`src/rtl/deq_pkg.sv`:
```
package deq_pkg;

  localparam int CMD_W    = 2;
  localparam int DATA_W   = 32;
  localparam int STATUS_W = 2;
  localparam int OCC_W    = 5;

  // command codes
  localparam logic [CMD_W-1:0] CMD_PUSH_FRONT = 2'd0;
  localparam logic [CMD_W-1:0] CMD_PUSH_BACK  = 2'd1;
  localparam logic [CMD_W-1:0] CMD_POP_FRONT  = 2'd2;
  localparam logic [CMD_W-1:0] CMD_POP_BACK   = 2'd3;

  // status codes
  localparam logic [STATUS_W-1:0] STATUS_OK    = 2'd0;
  localparam logic [STATUS_W-1:0] STATUS_EMPTY = 2'd1;
  localparam logic [STATUS_W-1:0] STATUS_FULL  = 2'd2;

  typedef enum logic [1:0] {
    ST_IDLE,
    ST_EXEC,
    ST_DONE
  } state_t;

  // controller -> datapath
  typedef struct packed {
    logic capture;
    logic exec;
    logic load;
  } ctrl_t;

endpackage

```
`src/rtl/deq_req_if.sv`:
```
interface deq_req_if;
  logic                                  valid;
  logic                                  ready;
  logic [deq_pkg::CMD_W-1:0]             command;
  logic signed [deq_pkg::DATA_W-1:0]     push_value;

  modport source (output valid, command, push_value, input ready);
  modport sink   (input valid, command, push_value, output ready);
endinterface

```
`src/rtl/deq_rsp_if.sv`:
```
interface deq_rsp_if;
  logic                                  valid;
  logic                                  ready;
  logic signed [deq_pkg::DATA_W-1:0]     popped_value;
  logic [deq_pkg::STATUS_W-1:0]          status;
  logic [deq_pkg::OCC_W-1:0]             occupancy;

  modport source (output valid, popped_value, status, occupancy, input ready);
  modport sink   (input valid, popped_value, status, occupancy, output ready);
endinterface

```
`src/rtl/double_ended_queue_core.sv`:
```
// Channel  Dir  Fields                                    Handshake
// req      in   command[1:0], push_value[31:0] signed     valid / ready
// rsp      out  popped_value[31:0] signed, status[1:0],   valid / ready
//               occupancy[4:0]
//
// One command at a time: three steps from accept to result (capture,
// execute on the ring RAM, load result); the RAM's registered read sets them.
// req.ready is high in the idle state, also while a result still waits.
// A stalled rsp holds the word; a finished command waits for it to drain.
// Synchronous reset empties the queue (pointers and count); RAM keeps data.
module double_ended_queue_core #(
  parameter int DEPTH = 16
) (
  input logic       clk,
  input logic       rst,
  deq_req_if.sink   req,
  deq_rsp_if.source rsp
);

  deq_pkg::ctrl_t ctrl;
  logic           res_free;

  // Sequencer: idle -> execute -> done; done waits on the result register.
  deq_ctrl u_ctrl (
    .clk      (clk),
    .rst      (rst),
    .in_valid (req.valid),
    .res_free (res_free),
    .in_ready (req.ready),
    .ctrl     (ctrl)
  );

  // Ring buffer: front and back pointers, count, word RAM, result register.
  deq_dpath #(
    .DEPTH (DEPTH)
  ) u_dpath (
    .clk          (clk),
    .rst          (rst),
    .ctrl         (ctrl),
    .command      (req.command),
    .push_value   (req.push_value),
    .out_ready    (rsp.ready),
    .res_free     (res_free),
    .out_valid    (rsp.valid),
    .popped_value (rsp.popped_value),
    .status       (rsp.status),
    .occupancy    (rsp.occupancy)
  );

endmodule

```
`src/rtl/deq_ram.sv`:
```
module deq_ram #(
  parameter int WIDTH = 32,
  parameter int DEPTH = 16
) (
  input  logic                                      clk,
  input  logic                                      wr_en,
  input  logic [((DEPTH > 1) ? $clog2(DEPTH) : 1)-1:0] wr_addr,
  input  logic [WIDTH-1:0]                          wr_data,
  input  logic                                      rd_en,
  input  logic [((DEPTH > 1) ? $clog2(DEPTH) : 1)-1:0] rd_addr,
  output logic [WIDTH-1:0]                          rd_data
);

  logic [WIDTH-1:0] mem [DEPTH];

  always_ff @(posedge clk) begin
    if (wr_en) begin
      mem[wr_addr] <= wr_data;
    end
    if (rd_en) begin
      rd_data <= mem[rd_addr];
    end
  end

endmodule

```
`src/rtl/deq_ctrl.sv`:
```
module deq_ctrl (
  input  logic           clk,
  input  logic           rst,
  input  logic           in_valid,
  input  logic           res_free,
  output logic           in_ready,
  output deq_pkg::ctrl_t ctrl
);

  deq_pkg::state_t state, state_next;

  always_ff @(posedge clk) begin
    if (rst) begin
      state <= deq_pkg::ST_IDLE;
    end else begin
      state <= state_next;
    end
  end

  always_comb begin
    state_next   = state;
    in_ready     = 1'b0;
    ctrl.capture = 1'b0;
    ctrl.exec    = 1'b0;
    ctrl.load    = 1'b0;
    case (state)
      deq_pkg::ST_IDLE: begin
        in_ready = 1'b1;
        if (in_valid) begin
          ctrl.capture = 1'b1;
          state_next   = deq_pkg::ST_EXEC;
        end
      end
      deq_pkg::ST_EXEC: begin
        ctrl.exec  = 1'b1;
        state_next = deq_pkg::ST_DONE;
      end
      deq_pkg::ST_DONE: begin
        // hold until the result register can take the word
        if (res_free) begin
          ctrl.load  = 1'b1;
          state_next = deq_pkg::ST_IDLE;
        end
      end
      default: begin
        state_next = deq_pkg::ST_IDLE;
      end
    endcase
  end

endmodule

```
`src/rtl/deq_dpath.sv`:
```
module deq_dpath #(
  parameter int DEPTH = 16
) (
  input  logic                                   clk,
  input  logic                                   rst,
  input  deq_pkg::ctrl_t                         ctrl,
  input  logic [deq_pkg::CMD_W-1:0]              command,
  input  logic signed [deq_pkg::DATA_W-1:0]      push_value,
  input  logic                                   out_ready,
  output logic                                   res_free,
  output logic                                   out_valid,
  output logic signed [deq_pkg::DATA_W-1:0]      popped_value,
  output logic [deq_pkg::STATUS_W-1:0]           status,
  output logic [deq_pkg::OCC_W-1:0]              occupancy
);

  localparam int AW = (DEPTH > 1) ? $clog2(DEPTH) : 1;
  localparam int CW = $clog2(DEPTH + 1);
  localparam logic [AW-1:0] LAST = AW'(DEPTH - 1);

  logic [deq_pkg::CMD_W-1:0]    cmd_q;
  logic [deq_pkg::DATA_W-1:0]   value_q;
  logic [AW-1:0]                front, front_next;
  logic [AW-1:0]                back, back_next;
  logic [CW-1:0]                count, count_next;
  logic [deq_pkg::STATUS_W-1:0] status_q, status_next;
  logic                         pop_ok_q, pop_ok_next;

  logic [AW-1:0] front_inc, front_dec, back_inc, back_dec;
  logic          is_full, is_empty;

  logic                         wr_en, rd_en;
  logic [AW-1:0]                wr_addr, rd_addr;
  logic [deq_pkg::DATA_W-1:0]   rd_data;

  assign front_inc = (front == LAST) ? '0 : front + 1'b1;
  assign front_dec = (front == '0) ? LAST : front - 1'b1;
  assign back_inc  = (back == LAST) ? '0 : back + 1'b1;
  assign back_dec  = (back == '0) ? LAST : back - 1'b1;
  assign is_full   = (count == CW'(DEPTH));
  assign is_empty  = (count == '0);

  always_comb begin
    front_next  = front;
    back_next   = back;
    count_next  = count;
    status_next = deq_pkg::STATUS_OK;
    pop_ok_next = 1'b0;
    wr_en       = 1'b0;
    rd_en       = 1'b0;
    wr_addr     = back;
    rd_addr     = front;
    case (cmd_q)
      deq_pkg::CMD_PUSH_FRONT: begin
        if (is_full) begin
          status_next = deq_pkg::STATUS_FULL;
        end else begin
          wr_en      = ctrl.exec;
          wr_addr    = front_dec;
          front_next = front_dec;
          count_next = count + 1'b1;
        end
      end
      deq_pkg::CMD_PUSH_BACK: begin
        if (is_full) begin
          status_next = deq_pkg::STATUS_FULL;
        end else begin
          wr_en      = ctrl.exec;
          back_next  = back_inc;
          count_next = count + 1'b1;
        end
      end
      deq_pkg::CMD_POP_FRONT: begin
        if (is_empty) begin
          status_next = deq_pkg::STATUS_EMPTY;
        end else begin
          rd_en       = ctrl.exec;
          pop_ok_next = 1'b1;
          front_next  = front_inc;
          count_next  = count - 1'b1;
        end
      end
      deq_pkg::CMD_POP_BACK: begin
        if (is_empty) begin
          status_next = deq_pkg::STATUS_EMPTY;
        end else begin
          rd_en       = ctrl.exec;
          rd_addr     = back_dec;
          pop_ok_next = 1'b1;
          back_next   = back_dec;
          count_next  = count - 1'b1;
        end
      end
      default: begin
        status_next = deq_pkg::STATUS_OK;
      end
    endcase
  end

  deq_ram #(
    .WIDTH (deq_pkg::DATA_W),
    .DEPTH (DEPTH)
  ) u_ram (
    .clk     (clk),
    .wr_en   (wr_en),
    .wr_addr (wr_addr),
    .wr_data (value_q),
    .rd_en   (rd_en),
    .rd_addr (rd_addr),
    .rd_data (rd_data)
  );

  // payload captures
  always_ff @(posedge clk) begin
    if (ctrl.capture) begin
      cmd_q   <= command;
      value_q <= push_value;
    end
    if (ctrl.exec) begin
      status_q <= status_next;
      pop_ok_q <= pop_ok_next;
    end
    if (ctrl.load) begin
      popped_value <= pop_ok_q ? rd_data : '0;
      status       <= status_q;
      occupancy    <= deq_pkg::OCC_W'(count);
    end
  end

  // ring state and result flag
  always_ff @(posedge clk) begin
    if (rst) begin
      front     <= '0;
      back      <= '0;
      count     <= '0;
      out_valid <= 1'b0;
    end else begin
      if (ctrl.exec) begin
        front <= front_next;
        back  <= back_next;
        count <= count_next;
      end
      if (ctrl.load) begin
        out_valid <= 1'b1;
      end else if (out_ready) begin
        out_valid <= 1'b0;
      end
    end
  end

  assign res_free = !out_valid || out_ready;

endmodule

```
`src/flat_wrapper.sv`:
```
// flat-port wrapper written by rule: the top's interface ports become plain ports
module double_ended_queue_core_flat 
#(
  parameter int DEPTH = 16
)
  (clk, rst, req_valid, req_command, req_push_value, req_ready, rsp_valid, rsp_popped_value, rsp_status, rsp_occupancy, rsp_ready);
  deq_req_if req_i ();
  deq_rsp_if rsp_i ();
  input logic clk;
  input logic rst;
  input wire logic [$bits(req_i.valid)-1:0] req_valid;
  input wire logic [$bits(req_i.command)-1:0] req_command;
  input wire logic [$bits(req_i.push_value)-1:0] req_push_value;
  output wire logic [$bits(req_i.ready)-1:0] req_ready;
  output wire logic [$bits(rsp_i.valid)-1:0] rsp_valid;
  output wire logic [$bits(rsp_i.popped_value)-1:0] rsp_popped_value;
  output wire logic [$bits(rsp_i.status)-1:0] rsp_status;
  output wire logic [$bits(rsp_i.occupancy)-1:0] rsp_occupancy;
  input wire logic [$bits(rsp_i.ready)-1:0] rsp_ready;
  assign req_i.valid = req_valid;
  assign req_i.command = req_command;
  assign req_i.push_value = req_push_value;
  assign req_ready = req_i.ready;
  assign rsp_valid = rsp_i.valid;
  assign rsp_popped_value = rsp_i.popped_value;
  assign rsp_status = rsp_i.status;
  assign rsp_occupancy = rsp_i.occupancy;
  assign rsp_i.ready = rsp_ready;
  double_ended_queue_core #(.DEPTH(DEPTH)) u_core (.clk(clk), .rst(rst), .req(req_i), .rsp(rsp_i));
endmodule
```
`config.mk`:
```
export PLATFORM = sky130hd
export DESIGN_NAME = double_ended_queue_core_flat
export DESIGN_NICKNAME = d
export VERILOG_FILES = /design/src/rtl/deq_pkg.sv /design/src/rtl/deq_req_if.sv /design/src/rtl/deq_rsp_if.sv /design/src/rtl/double_ended_queue_core.sv /design/src/rtl/deq_ram.sv /design/src/rtl/deq_ctrl.sv /design/src/rtl/deq_dpath.sv /design/src/flat_wrapper.sv
export SDC_FILE = /design/constraint.sdc
export NUM_CORES = 1
export LEC_CHECK = 0
export ABC_AREA = 0
export BUFFER_PORTS_ARGS = -buffer_cell sky130_fd_sc_hd__buf_2
export CAP_MARGIN = 5
export CORE_MARGIN = 2
export CORE_UTILIZATION = 60
export CTS_CLUSTER_DIAMETER = 80
export DETAILED_ROUTE_END_ITERATION = 16
export PLACE_DENSITY = 0.77
export SETUP_SLACK_MARGIN = 0.2
export SLEW_MARGIN = 30
export SYNTH_ARGS = -nofsm -noshare
export SYNTH_HDL_FRONTEND = slang
export SYNTH_HIERARCHICAL = 1
export SYNTH_SLANG_ARGS = --single-unit
```
`constraint.sdc`:
```
create_clock -name clk -period 8.05 [get_ports clk]
set_clock_uncertainty 0.1 [all_clocks]
set_input_delay 0.805 -clock clk [delete_from_list [all_inputs] [get_ports clk]]
set_output_delay 0.805 -clock clk [all_outputs]
set_load 0.1 [all_outputs]
```
==> reports/qor.yml <==
run_status:
  status: "completed"
power:
  p_leak_uw: 0.00858
  ir_drop_uv: 204
  power.density_nw_per_um2: 261
route:
  firstDrtPassIters: 8
  remaining_drc_errors: 0
  detail_route.vias_per_cell: 6.29
  ant_nets: 0
  avgRoutedWirePerCell_um: 27.3
  routed_wl_um: 49000
  drtIter0Drc: 1524
  dr_total_vias: 11300
worst_setup_path:
  path_class: "reg -> reg"
  slowest_delay_ns: 0.60
  worstPathMaxFanout: 58
  cp-start-kind: "flip-flop"
  cp.arrival_ns: 4.75
  critical_path_buf_inv_count: 3
  crit_chain: "or4_1 > o21bai_1 > nor2_1 > a21oi_4 > buf_4 > buf_12 > buf_16 > mux4_2 > a22oi_1 > nand2_1"
  worstPathRequired_ns: 8.30
  worstSetupEndpointType: "flip-flop"
  crit_family: "buffers and inverters"
  cpMaxStageDelayCell: "or4_1"
cts:
  clkTransAtPathRegs_ns: 0.06
  cts_buffer_depth: 3
  clk_latency_ns: 0.62
  cts_setup_buffers: 0
  ctsRootBufferMaster: "clkbuf_16"
  cts_tree: "built"
  ctsHtreeMaxLevel: 2
  cts_hold_buf: 0
  clock_sinks: 636
  cts_buffers: 59
  cts_resized: 0
timing:
  hold_ws_ns: 0.256
  worst_slew_pin_slew_ns: 0.830
  setup_viol: 0
  period_share_pct: 55.9
  rsz0062_at_grt: "no"
  setup_tns_ns: 0
  fin_crit_ns: 4.50
  finalHoldViolations: 0
  slew_violations: 0
  max_slew_margin_pct: 44.1
  fmax_mhz: 222
floorplanning:
  start_util_pct: 60.5
  die-area_um2: 41500
  die_height_um: 204
  num_rows: 73
  coreArea_um2: 39500
  io_pins: 79
  die_w_um: 204
final_layout:
  fill_cells: 2358
  fin_area_um2: 27100
  diodes: 0
  nets: 1270
  area_growth_pct: 13.2
  drive_gt1_share_pct: 27.3
  final_util_pct: 68.5
min_path:
  hold_path.class: "in -> reg"
logic_synthesis:
  synth_nets: 1156
  async_reset_ff_share_pct: 0
  ys.flop_type: "edfxtp_1"
  postSynthCellCount: 1110
  netlist_area_um2: 23900
  synth.avg_cell_area_um2: 21.6
  synth_area_leader_cell: "edfxtp_1"
  synth_edf_count: 620
  synth_top_area_share_pct: 77.8
  yosysSeqAreaShare_pct: 79.1
  ys_warn_count: 6
  synth_common_cells: "edfxtp_1, mux4_2, a22oi_1, nand2_1, and2_1"
  synth.most_common_cell: "edfxtp_1"
  ys_types: 48
  ys_ff_latch: 636
  yosys-top-cells-area: "edfxtp_1, mux4_2, a22oi_1, dfxtp_1, and2_1"
flow_run:
  max_cap_viol_count: 0
global_routing:
  grt_pass1_vias: 11500
  grt_antenna_before_repair: 0
  grt_max_degree: 106
  gr-total-overflow: 0
  grt_pass1_wl_um: 73000
  grtUsageTotal_pct: 24.4
placed_design:
  hpwl_um: 23600
  placedInstanceArea_um2: 25100
  gp_routability_congestion: 0.826
  portBuffers: 78
routing by layer:
layer / up-vias / part of all wire, % / wire [µm] / track usage (%)
met5: - / 0 / 0 / 0
met4: 0 / 2.5 / 1240 / 7.90
met3: 86 / 7.8 / 3800 / 3.72
met2: 536 / 50 / 24700 / 39.4
met1: 5853 / 39 / 19300 / 35.1
li1: 4830 / - / - / -
final timing paths:
path | startpoint | cells past startpoint | to | slack, ns
min | req_push_value[20] | 1 | u_core/u_dpath/value_q[20] | 0.26
min reg2reg | u_core/u_dpath/status_q[1] | 0 | u_core/u_dpath/status[1] | 0.33
max | u_core/u_dpath/count[0] | 10 | u_core/u_dpath/u_ram/rd_data[9] | 3.55
max reg2reg | u_core/u_dpath/count[0] | 10 | u_core/u_dpath/u_ram/rd_data[9] | 3.55
cell usage in the layout, fill, tap and decap left out, types with 2 or more instances in the layout:
cell,count
clkinv_2,8
clkbuf_16,60
nand3b_1,3
nand3_1,5
a21oi_1,13
xnor2_1,2
buf_4,27
ha_1,7
mux2i_1,6
nand2b_1,7
o211ai_1,4
clkbuf_1,15
o31ai_1,3
and2_1,35
or4_1,3
nor2_4,13
mux4_2,128
nor2b_1,4
and3b_1,2
buf_2,78
buf_6,2
nor2_1,12
a22oi_1,64
a31oi_1,3
inv_1,9
xor2_1,6
a211oi_1,5
o21ai_0,10
edfxtp_1,620
dfxtp_1,16
nor3_2,3
mux2_2,2
clkinv_1,14
nand2_1,44
nor2b_4,2
bufinv_16,9
report_power, final:
| group | internal, µW | leakage, µW | switching [µW] |
|---|---|---|---|
| registers | 3700 | 0.00574 | 56.0 |
| logic | 224 | 0.00189 | 298 |
| clock network | 1650 | 0.000949 | 1150 |
| total | 5570 | 0.00858 | 1510 |
metrics by stage:
stage	std cells	total power (µW)	setup slack [ns]
after global routing	1797	7290	3.23
after floorplan	1110	4200	3.31
after CTS	1795	7110	3.58
after global placement	1686	4320	3.56
final	1797	7080	3.55
after detailed placement	1686	4340	3.62
cell type report:
type                            instances  area [µm²]  area share [%]
Clock inverter                         34         395            1.46
Timing Repair Buffer                  109         663            2.45
Inverter                                9        33.8           0.125
Multi-Input combinational cell        409        4860            17.9
Tap cell                              525         657            2.42
Clock buffer                           75        1560            5.75
Sequential cell                       636       18900            69.9
cell families (layout without fill, tap and decap cells):
| group | after synthesis | in the layout | synth area share, % |
|---|---|---|---|
| multiplexers | 136 | 136 | 12.4 |
| AO/OA/AOI/OAI | 114 | 114 | 3.34 |
| AND/OR/NAND/NOR | 143 | 143 | 3.12 |
| XOR/XNOR | 8 | 8 | 0.293 |
| adder cells (fa/ha/maj) | 8 | 8 | 0.450 |
| flip-flops | 636 | 636 | 79.1 |
| buffers and inverters | 65 | 227 | 1.28 |
flip-flops by register name (all words and copies together), names as in the netlist:
name                          count
u_core/u_dpath/out_valid          1
u_core/u_dpath/cmd_q              2
u_core/u_dpath/occupancy          5
u_core/u_dpath/status             2
u_core/u_ctrl/state               2
u_core/u_dpath/count              5
u_core/u_dpath/pop_ok_q           1
u_core/u_dpath/u_ram/rd_data     32
u_core/u_dpath/popped_value      32
u_core/u_dpath/back               4
u_core/u_dpath/value_q           32
u_core/u_dpath/u_ram/mem        512
u_core/u_dpath/status_q           2
u_core/u_dpath/front              4
(Power assumes the default switching activity.)
